File: src/hdl/xxh_pkg.sv
// Package for the xxHash64 stream block: primes, rotate helper, and the
// command and status types shared by the controller and the datapath.
// No dependencies.
`timescale 1ns / 1ps

package xxh_pkg;

  localparam logic [63:0] PRIME1 = 64'h9E3779B185EBCA87;
  localparam logic [63:0] PRIME2 = 64'hC2B2AE3D27D4EB4F;
  localparam logic [63:0] PRIME3 = 64'h165667B19E3779F9;
  localparam logic [63:0] PRIME4 = 64'h85EBCA77C2B2AE63;
  localparam logic [63:0] PRIME5 = 64'h27D4EB2F165667C5;

  localparam logic [5:0] STRIPE_BYTES = 6'd32;

  // Source of the multiplier's variable operand.
  typedef enum logic [2:0] {
    SRC_T,
    SRC_H,
    SRC_W,
    SRC_ACC,
    SRC_WLO,
    SRC_BYTE
  } mul_src_t;

  // Constant operand of the multiplier.
  typedef enum logic [2:0] {
    K_P1,
    K_P2,
    K_P3,
    K_P5
  } mul_const_t;

  // Destination of a multiplier result.
  typedef enum logic {
    DST_T,
    DST_H
  } mul_dst_t;

  // Datapath operations that do not use the multiplier.
  typedef enum logic [3:0] {
    ALU_NONE,
    ALU_T_ACC_ROT,
    ALU_T_ROT31,
    ALU_ACC_STORE,
    ALU_H_CONVERGE,
    ALU_H_SHORT,
    ALU_H_TOTAL,
    ALU_H_XOR_T,
    ALU_H_ROT27,
    ALU_H_ROT23,
    ALU_H_ROT11,
    ALU_H_ADD_P4,
    ALU_H_ADD_P3,
    ALU_H_XSH33,
    ALU_H_XSH29,
    ALU_H_XSH32
  } alu_op_t;

  typedef struct packed {
    logic       load;
    logic       mul_start;
    mul_src_t   mul_src;
    mul_const_t mul_const;
    mul_dst_t   mul_dst;
    alu_op_t    alu;
    logic [1:0] sel;
    logic [5:0] off;
    logic       set_msg;
    logic       out_load;
  } dp_cmd_t;

  typedef struct packed {
    logic       mul_done;
    logic       full;
    logic       last;
    logic       had_stripe;
    logic [5:0] tail;
    logic       out_busy;
  } dp_status_t;

  function automatic logic [63:0] rotl64(input logic [63:0] x, input int unsigned r);
    rotl64 = (x << r) | (x >> (64 - r));
  endfunction

  function automatic logic [63:0] const_of(input mul_const_t k);
    unique case (k)
      K_P1:    const_of = PRIME1;
      K_P2:    const_of = PRIME2;
      K_P3:    const_of = PRIME3;
      K_P5:    const_of = PRIME5;
      default: const_of = PRIME1;
    endcase
  endfunction

endpackage

File: src/hdl/xxh_ctrl.sv
// Controller of the xxHash64 stream block: sequences lane rounds, lane
// merging, tail folding and the avalanche. Uses xxh_pkg.
`timescale 1ns / 1ps

module xxh_ctrl import xxh_pkg::*; (
  input  logic       clk,
  input  logic       rst,
  input  logic       in_valid,
  input  dp_status_t status,
  output logic       in_ready,
  output dp_cmd_t    cmd
);

  typedef enum logic [4:0] {
    S_IDLE,
    S_WAIT,
    S_LN_MUL1,
    S_LN_ROT,
    S_LN_MUL2,
    S_LN_STORE,
    S_FIN,
    S_MG_MUL1,
    S_MG_ROT,
    S_MG_MUL2,
    S_MG_XOR,
    S_MG_ROTH,
    S_MG_MUL3,
    S_MG_ADD,
    S_TOTAL,
    S_TAIL,
    S_W4_MUL,
    S_W4_XOR,
    S_W4_ROT,
    S_W4_MUL2,
    S_W4_ADD,
    S_B_MUL,
    S_B_XOR,
    S_B_ROT,
    S_B_MUL2,
    S_AV1,
    S_AV2,
    S_AV3,
    S_AV4,
    S_AV5,
    S_OUT
  } state_t;

  state_t     state;
  state_t     ret;
  logic [1:0] idx;
  logic [5:0] off;
  logic       merging;
  logic [6:0] off8;
  logic [6:0] off4;
  logic [6:0] tail7;

  assign in_ready = (state == S_IDLE);
  assign off8     = {1'b0, off} + 7'd8;
  assign off4     = {1'b0, off} + 7'd4;
  assign tail7    = {1'b0, status.tail};

  // Command decode from the current state.
  always_comb begin
    cmd           = '0;
    cmd.mul_src   = SRC_T;
    cmd.mul_const = K_P1;
    cmd.mul_dst   = DST_T;
    cmd.alu       = ALU_NONE;
    cmd.off       = off;
    cmd.sel       = merging ? idx : off[4:3];
    unique case (state)
      S_IDLE:     cmd.load = in_valid;
      S_LN_MUL1: begin
        cmd.sel = idx;
        cmd.mul_start = 1'b1;
        cmd.mul_src   = SRC_W;
        cmd.mul_const = K_P2;
      end
      S_LN_ROT: begin
        cmd.sel = idx;
        cmd.alu = ALU_T_ACC_ROT;
      end
      S_LN_MUL2:  cmd.mul_start = 1'b1;
      S_LN_STORE: begin
        cmd.sel     = idx;
        cmd.alu     = ALU_ACC_STORE;
        cmd.set_msg = (idx == 2'd3) && !status.last;
      end
      S_FIN:      cmd.alu = status.had_stripe ? ALU_H_CONVERGE : ALU_H_SHORT;
      S_MG_MUL1: begin
        cmd.mul_start = 1'b1;
        cmd.mul_src   = merging ? SRC_ACC : SRC_W;
        cmd.mul_const = K_P2;
      end
      S_MG_ROT:   cmd.alu = ALU_T_ROT31;
      S_MG_MUL2:  cmd.mul_start = 1'b1;
      S_MG_XOR:   cmd.alu = ALU_H_XOR_T;
      S_MG_ROTH:  cmd.alu = ALU_H_ROT27;
      S_MG_MUL3: begin
        cmd.mul_start = 1'b1;
        cmd.mul_src   = SRC_H;
        cmd.mul_dst   = DST_H;
      end
      S_MG_ADD:   cmd.alu = ALU_H_ADD_P4;
      S_TOTAL:    cmd.alu = ALU_H_TOTAL;
      S_W4_MUL: begin
        cmd.mul_start = 1'b1;
        cmd.mul_src   = SRC_WLO;
      end
      S_W4_XOR:   cmd.alu = ALU_H_XOR_T;
      S_W4_ROT:   cmd.alu = ALU_H_ROT23;
      S_W4_MUL2: begin
        cmd.mul_start = 1'b1;
        cmd.mul_src   = SRC_H;
        cmd.mul_const = K_P2;
        cmd.mul_dst   = DST_H;
      end
      S_W4_ADD:   cmd.alu = ALU_H_ADD_P3;
      S_B_MUL: begin
        cmd.mul_start = 1'b1;
        cmd.mul_src   = SRC_BYTE;
        cmd.mul_const = K_P5;
      end
      S_B_XOR:    cmd.alu = ALU_H_XOR_T;
      S_B_ROT:    cmd.alu = ALU_H_ROT11;
      S_B_MUL2: begin
        cmd.mul_start = 1'b1;
        cmd.mul_src   = SRC_H;
        cmd.mul_dst   = DST_H;
      end
      S_AV1:      cmd.alu = ALU_H_XSH33;
      S_AV2: begin
        cmd.mul_start = 1'b1;
        cmd.mul_src   = SRC_H;
        cmd.mul_const = K_P2;
        cmd.mul_dst   = DST_H;
      end
      S_AV3:      cmd.alu = ALU_H_XSH29;
      S_AV4: begin
        cmd.mul_start = 1'b1;
        cmd.mul_src   = SRC_H;
        cmd.mul_const = K_P3;
        cmd.mul_dst   = DST_H;
      end
      S_AV5:      cmd.alu = ALU_H_XSH32;
      S_OUT:      cmd.out_load = !status.out_busy;
      default: ;
    endcase
  end

  // State, return state and loop counters.
  always_ff @(posedge clk) begin
    if (rst) begin
      state   <= S_IDLE;
      ret     <= S_IDLE;
      idx     <= 2'd0;
      off     <= 6'd0;
      merging <= 1'b0;
    end else begin
      unique case (state)
        // A short last item skips the lane rounds and goes straight to the finish.
        S_IDLE: begin
          if (in_valid) begin
            idx     <= 2'd0;
            merging <= 1'b0;
            state   <= status.full ? S_LN_MUL1 : S_FIN;
          end
        end
        S_WAIT:     if (status.mul_done) state <= ret;
        S_LN_MUL1: begin
          ret   <= S_LN_ROT;
          state <= S_WAIT;
        end
        S_LN_ROT:   state <= S_LN_MUL2;
        S_LN_MUL2: begin
          ret   <= S_LN_STORE;
          state <= S_WAIT;
        end
        S_LN_STORE: begin
          idx <= idx + 2'd1;
          if (idx != 2'd3) begin
            state <= S_LN_MUL1;
          end else if (status.last) begin
            state <= S_FIN;
          end else begin
            state <= S_IDLE;
          end
        end
        S_FIN: begin
          idx     <= 2'd0;
          merging <= status.had_stripe;
          state   <= status.had_stripe ? S_MG_MUL1 : S_TOTAL;
        end
        S_MG_MUL1: begin
          ret   <= S_MG_ROT;
          state <= S_WAIT;
        end
        S_MG_ROT:   state <= S_MG_MUL2;
        S_MG_MUL2: begin
          ret   <= S_MG_XOR;
          state <= S_WAIT;
        end
        S_MG_XOR:   state <= merging ? S_MG_MUL3 : S_MG_ROTH;
        S_MG_ROTH:  state <= S_MG_MUL3;
        S_MG_MUL3: begin
          ret   <= S_MG_ADD;
          state <= S_WAIT;
        end
        S_MG_ADD: begin
          if (merging) begin
            idx   <= idx + 2'd1;
            state <= (idx == 2'd3) ? S_TOTAL : S_MG_MUL1;
          end else begin
            off   <= off8[5:0];
            state <= S_TAIL;
          end
        end
        S_TOTAL: begin
          merging <= 1'b0;
          off     <= 6'd0;
          state   <= S_TAIL;
        end
        // Tail folding: 8-byte words, then at most one 4-byte word, then bytes.
        S_TAIL: begin
          priority if (off8 <= tail7) begin
            state <= S_MG_MUL1;
          end else if (off4 <= tail7) begin
            state <= S_W4_MUL;
          end else if (off < status.tail) begin
            state <= S_B_MUL;
          end else begin
            state <= S_AV1;
          end
        end
        S_W4_MUL: begin
          ret   <= S_W4_XOR;
          state <= S_WAIT;
        end
        S_W4_XOR:   state <= S_W4_ROT;
        S_W4_ROT:   state <= S_W4_MUL2;
        S_W4_MUL2: begin
          ret   <= S_W4_ADD;
          state <= S_WAIT;
        end
        S_W4_ADD: begin
          off   <= off4[5:0];
          state <= S_TAIL;
        end
        S_B_MUL: begin
          ret   <= S_B_XOR;
          state <= S_WAIT;
        end
        S_B_XOR:    state <= S_B_ROT;
        S_B_ROT:    state <= S_B_MUL2;
        S_B_MUL2: begin
          off   <= off + 6'd1;
          ret   <= S_TAIL;
          state <= S_WAIT;
        end
        S_AV1:      state <= S_AV2;
        S_AV2: begin
          ret   <= S_AV3;
          state <= S_WAIT;
        end
        S_AV3:      state <= S_AV4;
        S_AV4: begin
          ret   <= S_AV5;
          state <= S_WAIT;
        end
        S_AV5:      state <= S_OUT;
        S_OUT:      if (!status.out_busy) state <= S_IDLE;
        default:    state <= S_IDLE;
      endcase
    end
  end

endmodule

File: config.mk
export PLATFORM = sky130hd
export DESIGN_NAME = xxh_ctrl
export DESIGN_NICKNAME = d
export VERILOG_FILES = /design/src/hdl/xxh_pkg.sv /design/src/hdl/xxh_ctrl.sv
export SDC_FILE = /design/constraint.sdc
export NUM_CORES = 1
export LEC_CHECK = 0
export ABC_CLOCK_PERIOD_IN_PS = 5500
export BUFFER_PORTS_ARGS = -buffer_cell sky130_fd_sc_hd__buf_2
export CAP_MARGIN = 20
export CELL_PAD_IN_SITES_DETAIL_PLACEMENT = 0
export CELL_PAD_IN_SITES_GLOBAL_PLACEMENT = 2
export CORE_MARGIN = 10
export CORE_UTILIZATION = 35
export CTS_CLUSTER_SIZE = 20
export DETAILED_ROUTE_END_ITERATION = 10
export PLACE_DENSITY_LB_ADDON = 0.1
export SKIP_CTS_REPAIR_TIMING = 1
export SLEW_MARGIN = 20
export SYNTH_ARGS = -nofsm -noshare
export SYNTH_HDL_FRONTEND = slang
export SYNTH_SLANG_ARGS = --single-unit
File: constraint.sdc
create_clock -name clk -period 5.5 [get_ports clk]
set_input_delay 0.275 -clock clk [delete_from_list [all_inputs] [get_ports clk]]
set_output_delay 0.275 -clock clk [all_outputs]
set_load 0.02 [all_outputs]
== Yosys cells after proc, flatten, opt, wreduce, memory -nomap -nowiden ==
Cells that the tools add are included.
Cells by class
  reductions and logical operators: 18
  multiplexer cells: 34
  eq/ne operators: 37
  div/mod/pow operators: 0
  shifts and indexed selects: 0
  order comparisons: 3
  multiply operators: 0
  add/subtract/negate cells: 4
  bitwise gates (word level): 0
Operator list (count)
  $pmux W5 S20: 1
  $eq A5 B5 Y1 const B: 15
  $pmux W4 S14: 1
  $pmux W5 S11: 1
  $eq A5 B4 Y1 const B: 8
  $pmux W6 S4: 1
  $eq A5 B3 Y1 const B: 4
  $mux W4: 5
  $mux W5: 4
  $pmux W3 S5: 1
  $le A7 B6 Y1: 2
  $mux W3: 4
  $ne A2 B2 Y1 const B: 6
  $reduce_bool A11 Y1: 1
  $reduce_or A11 Y1: 1
  $eq A5 B2 Y1 const B: 2
  $mux W1: 8
  $mux W2: 4
  $pmux W2 S4: 1
  $reduce_bool A4 Y1: 2
  $add A6 B3 Y7 const B: 1
  $add A6 B4 Y7 const B: 1
  $add A6 B1 Y6 const B: 1
  $lt A6 B6 Y1: 1
  16 further kinds: 20
Word-level totals
  ROM bits: 0
  register bits: 19
  bits in latches: 0
  RAM bits: 0
  memories kept: 0
  output and inout port bits: 24
  logic and storage cells: 101
  bits of input ports: 14

== Logic depth before layout (Yosys ltp) ==
  depth after elaboration: 5
  mapped depth: 9
  mapped depth without buffers: 9

== Worst setup path after synthesis ==
OpenSTA, ideal clock, no wires.
  path kind: reg2reg
  start point: register off[4]
  end point: register state[0]
  data arrival time: 2178 ps
  data required time: 5421 ps
  period minus slack after synthesis: 2257 ps
  cell stages (with the launch flop): 9
  buffers on the path: 0
  path slack: 3243 ps
  library setup time: 79 ps
  cell sequence: dfxtp_1 > ha_1 > xor2_1 > ha_1 > nand3_1 > or3_1 > a32o_1 > a21o_1 > a211oi_2
Between the ends
  longest elaborated chain between the ends: 5
  elaborated cells on any way between the ends: 7
  classes of those cells: add/sub (2); order compare (2); mux (3)
Ends and longest elaborated chain
  start, declared: RTL line xxh_ctrl.sv:51  | logic [5:0] off;
  start signal, assigned: RTL line xxh_ctrl.sv:214  | off <= off8[5:0];
  start signal, assigned: RTL line xxh_ctrl.sv:246  | off <= off4[5:0];
  start signal, assigned: RTL line xxh_ctrl.sv:256  | off <= off + 6'd1;
  $add A6 B3 Y7: RTL line xxh_ctrl.sv:59  | assign off4 = {1'b0, off} + 7'd4;
  $le A7 B6 Y1: RTL line xxh_ctrl.sv:227  | end else if (off4 <= tail7) begin
  $mux W4: RTL line xxh_ctrl.sv:227
  $mux W5 *: RTL line xxh_ctrl.sv:225  | priority if (off8 <= tail7) begin
  $pmux W5 S20 *: RTL line xxh_ctrl.sv:160  | unique case (state)
  end signal, assigned: RTL line xxh_ctrl.sv:166  | state <= status.full ? S_LN_MUL1 : S_FIN;
  end signal, assigned: RTL line xxh_ctrl.sv:169  | S_WAIT: if (status.mul_done) state <= ret;
  end signal, assigned: RTL line xxh_ctrl.sv:192  | state <= status.had_stripe ? S_MG_MUL1 : S_TOTAL;
  end, declared: RTL line xxh_ctrl.sv:48  | state_t state;
Mark *: on every way between the ends. The rest lies on a longest branch, timed or not.
A chain may end at the register's enable or synchronous reset.

==> results by group <==
GRT
  – First-pass GRT wire length: 13,400 um
  – Largest net degree at the start of global routing: a little under 50
  – Vias in the first global route: around 2,400
  – Grt total ovfl: 0
  – Antenna violations before repair: 0
  – Total GRT Usage: around 16%

STA
  – Final setup violation count: 0
  – FMAX: around 0.35 GHz
  – Max Clock Skew: between 0.003 and 0.004 ns
  – Setup TNS: 0 ns
  – Unrepaired setup endpoints after global routing: false
  – Hold Fails Final Rpt: 0
  – Final Max Slew Viols: 0
  – Worst-Margin Slew: between 0.7 and 0.8 ns
  – Min Tclk post-route: 2.86 ns
  – Final cycle utilization of the critical path: between 50 and 60%
  – Max-slew headroom: 52.5%

Floorplanning
  – Die width: a little over 100 um
  – DIE HEIGHT: 103 um
  – Row Count: 30
  – Placeable Area: roughly 6700 um^2
  – Initial Utilization: between 30% and 40%
  – Area of the die: between 10,000 and 15,000 um^2
  – I/O Pins: 38

Flow run
  – Max_cap viols: 0

Logic synthesis
  – Yosys warning total: 0
  – Synthesized area: between 2000 and 2500 um^2
  – Yosys cell types: around 70
  – Asr flop ratio synth: 0%
  – Sequential-to-total area share from yosys stat: between 10% and 20%
  – Gate Count Post-Synth: between 300 and 400
  – #FFs+latches synth: 19
  – Syn_nets: 358
  – Most common flop cell mapped by yosys: dfxtp_1
  – Avg Cell Area, Syn: around 7.3 um^2
  – Post-synth EDFFs: 0

Placement
  – RD Place Congestion: a little over 0.8
  – Placement-stage cell area: about 2600 um^2
  – Port Buffers: 36
  – Placed Cells incl. Taps: approximately 420
  – HPWL Detailed: between 6000 and 7000 um

Cells and area
  – # nets final: 380
  – Most frequent cells in the layout: buf_2, nor2_1, a21oi_1
  – Share of cells above drive strength 1: roughly 18%
  – Diodes inserted: 0
  – FILL cells: between 700 and 800
  – Commonest non-fill, non-tap cell in the layout: buf_2
  – Fin cells: 428
  – Final instance area: between 2000 and 3000 um^2
  – Area growth syn-to-layout: 9.58%

Clock tree
  – CTS tree: yes
  – Clk Tree Root Cell: clkbuf_8
  – Clk slew on worst S/H paths: 0.09 ns
  – Clk Latency, worst-skew pair: ~0.28 ns
  – H-tree depth: 1
  – Total CTS buffers: 3
  – Clk sinks: 19
  – Clock Path Buffers: 2

Routing
  – Total wire length: around 8500 um
  – Wire per inst: a little under 20 um
  – Final ANT Viol Nets: 0
  – Initial drt markers: between 300 and 400
  – # DRC: 0
  – Vias per inst: between 6 and 7
  – DR vias: roughly 2,600
  – Pre-Repair DR Iteration Count: 5

Power and ir drop
  – Clock power share: about 14%
  – Net Sw Frac: 54.0%
  – Sequential Power Share: 20.3%
  – Leak Pwr: 1.07 nW
  – Pwr Density: 313 nW/um^2
  – Power Internal: between 300 and 400 uW
  – Peak supply drop: 102 uV
  – Combinational share of power: 65.9%
  – Tot Pwr: 821 uW
  – Switch Pwr: 444 uW

Critical path
  – Arr. time, crit path: approximately 2.6 ns
  – Crit path cell chain: buf_4 -> or2_1 -> nor2_1 -> nor2_1 -> o22ai_1 -> nand2_1 -> o311ai_0 -> buf_2
  – WS Path Type: reg2out
  – Top cell by count, worst path: nor2_1
  – WP data required: roughly 5.2 ns
  – Reg2Reg Depth: 9
  – Kind of end point of the critical path: output port
  – Slowest CP cell: or2_1
  – CP max FO: 17
  – Max incr delay on CP: 0.49 ns
  – R2R Path End: state[3]
  – FF-to-FF Start: off[4]
  – Crit path launch type: flop
  – FF-to-FF setup slack: a little over 3 ns

Hold path
  – Min-Delay Startpoint: status[7]
  – Hold-critical path depth: 3
  – Hold endpoint: merging
  – Hold WC Path Type: in2reg

Outcome
  – Status: finished clean
[per-stage QoR]
stage	setup slack (ns)	util [%]	hold slack [ns]
6_report	2.64	39.0	0.305
5_1_grt	2.52	39.0	0.331
4_1_cts	2.65	39.0	0.302
3_5_place_dp	2.98	38.3	0.498
3_3_place_gp	2.89	38.3	0.480
2_1_floorplan	3.24	-	0.344
[logic make-up after synthesis]
group	share of synthesized area, %
and+or+nand+nor	27.2
AOI/OAI and AO/OA	33.1
buffers and inverters	8.27
DFF	15.9
adders and majority gates	9.31
xor gates and xnor gates	2.98
muxes	3.14
other	0.157
[flip-flops by register name (all words and copies together), names as in the netlist]
register  flops
off           6
ret           5
state         5
idx           2
merging       1
[critical path: cells and delay by family, from the launching register on]
family	cells	cell delay, ns
AO/OA/AOI/OAI	2	0.30
buffers and inverters	2	0.54
flip-flops	1	0.48
AND/OR/NAND/NOR	4	0.97
[power groups by stage]
stage / clock, mW / combinational [mW] / sequential, mW
global placement: 0 / 0.540 / 0.171
global route: 0.120 / 0.585 / 0.171
floorplan: 0 / 0.404 / 0.168
detailed placement: 0 / 0.532 / 0.170
CTS: 0.117 / 0.534 / 0.167
finish: 0.113 / 0.541 / 0.167
[routing by layer]
layer | wire (um) | track usage [%] | share of wire, %
met5 | 0 | 0 | 0
met4 | 99 | 3.25 | 1.2
met3 | 615 | 2.28 | 7.2
met2 | 3680 | 23.7 | 43
met1 | 4100 | 23.3 | 48
[worst max-delay path by stage]
stage                     startpoint  endpoint  slack [ns]  cells after the start
after floorplan               off[4]  state[0]        3.24                      8
after global placement      state[1]   cmd[11]        2.89                      8
after detailed placement    state[1]   cmd[11]        2.98                      8
after CTS                   state[1]   cmd[11]        2.65                      8
after global routing        state[1]   cmd[11]        2.52                      8
final                       state[1]   cmd[11]        2.64                      8
[synthesized netlist by cell type, drive strengths merged, types with 4 or more instances]
library cell	n	area share, %
o22ai	8	2.1
xor2	4	2.3
o21ai	22	4.6
nand4	4	1.0
ha	17	8.9
inv	16	2.5
nand2	23	3.7
a31oi	7	1.8
clkbuf	4	0.63
a211oi	8	2.9
a21oi	25	5.4
a21o	6	1.9
nor2	31	5.2
mux2i	4	2.2
nand3	7	1.7
nand2b	12	3.1
buf	20	5.1
nor3	14	3.3
a22oi	5	1.6
and3	4	1.0
dfxtp	19	16
nor2b	8	2.1
[cell type report]
class / instances / area, um^2 / share of cell area (%)
clock buffer: 3 / 41.3 / 1.58
clock inverter: 1 / 7.51 / 0.287
inverter: 16 / 60.1 / 2.29
multi-input combinational: 268 / 1810 / 69.2
sequential: 19 / 380 / 14.5
tap: 80 / 100 / 3.82
timing repair buffer: 41 / 218 / 8.31
No activity file was read; power rests on OpenSTA's default activity.
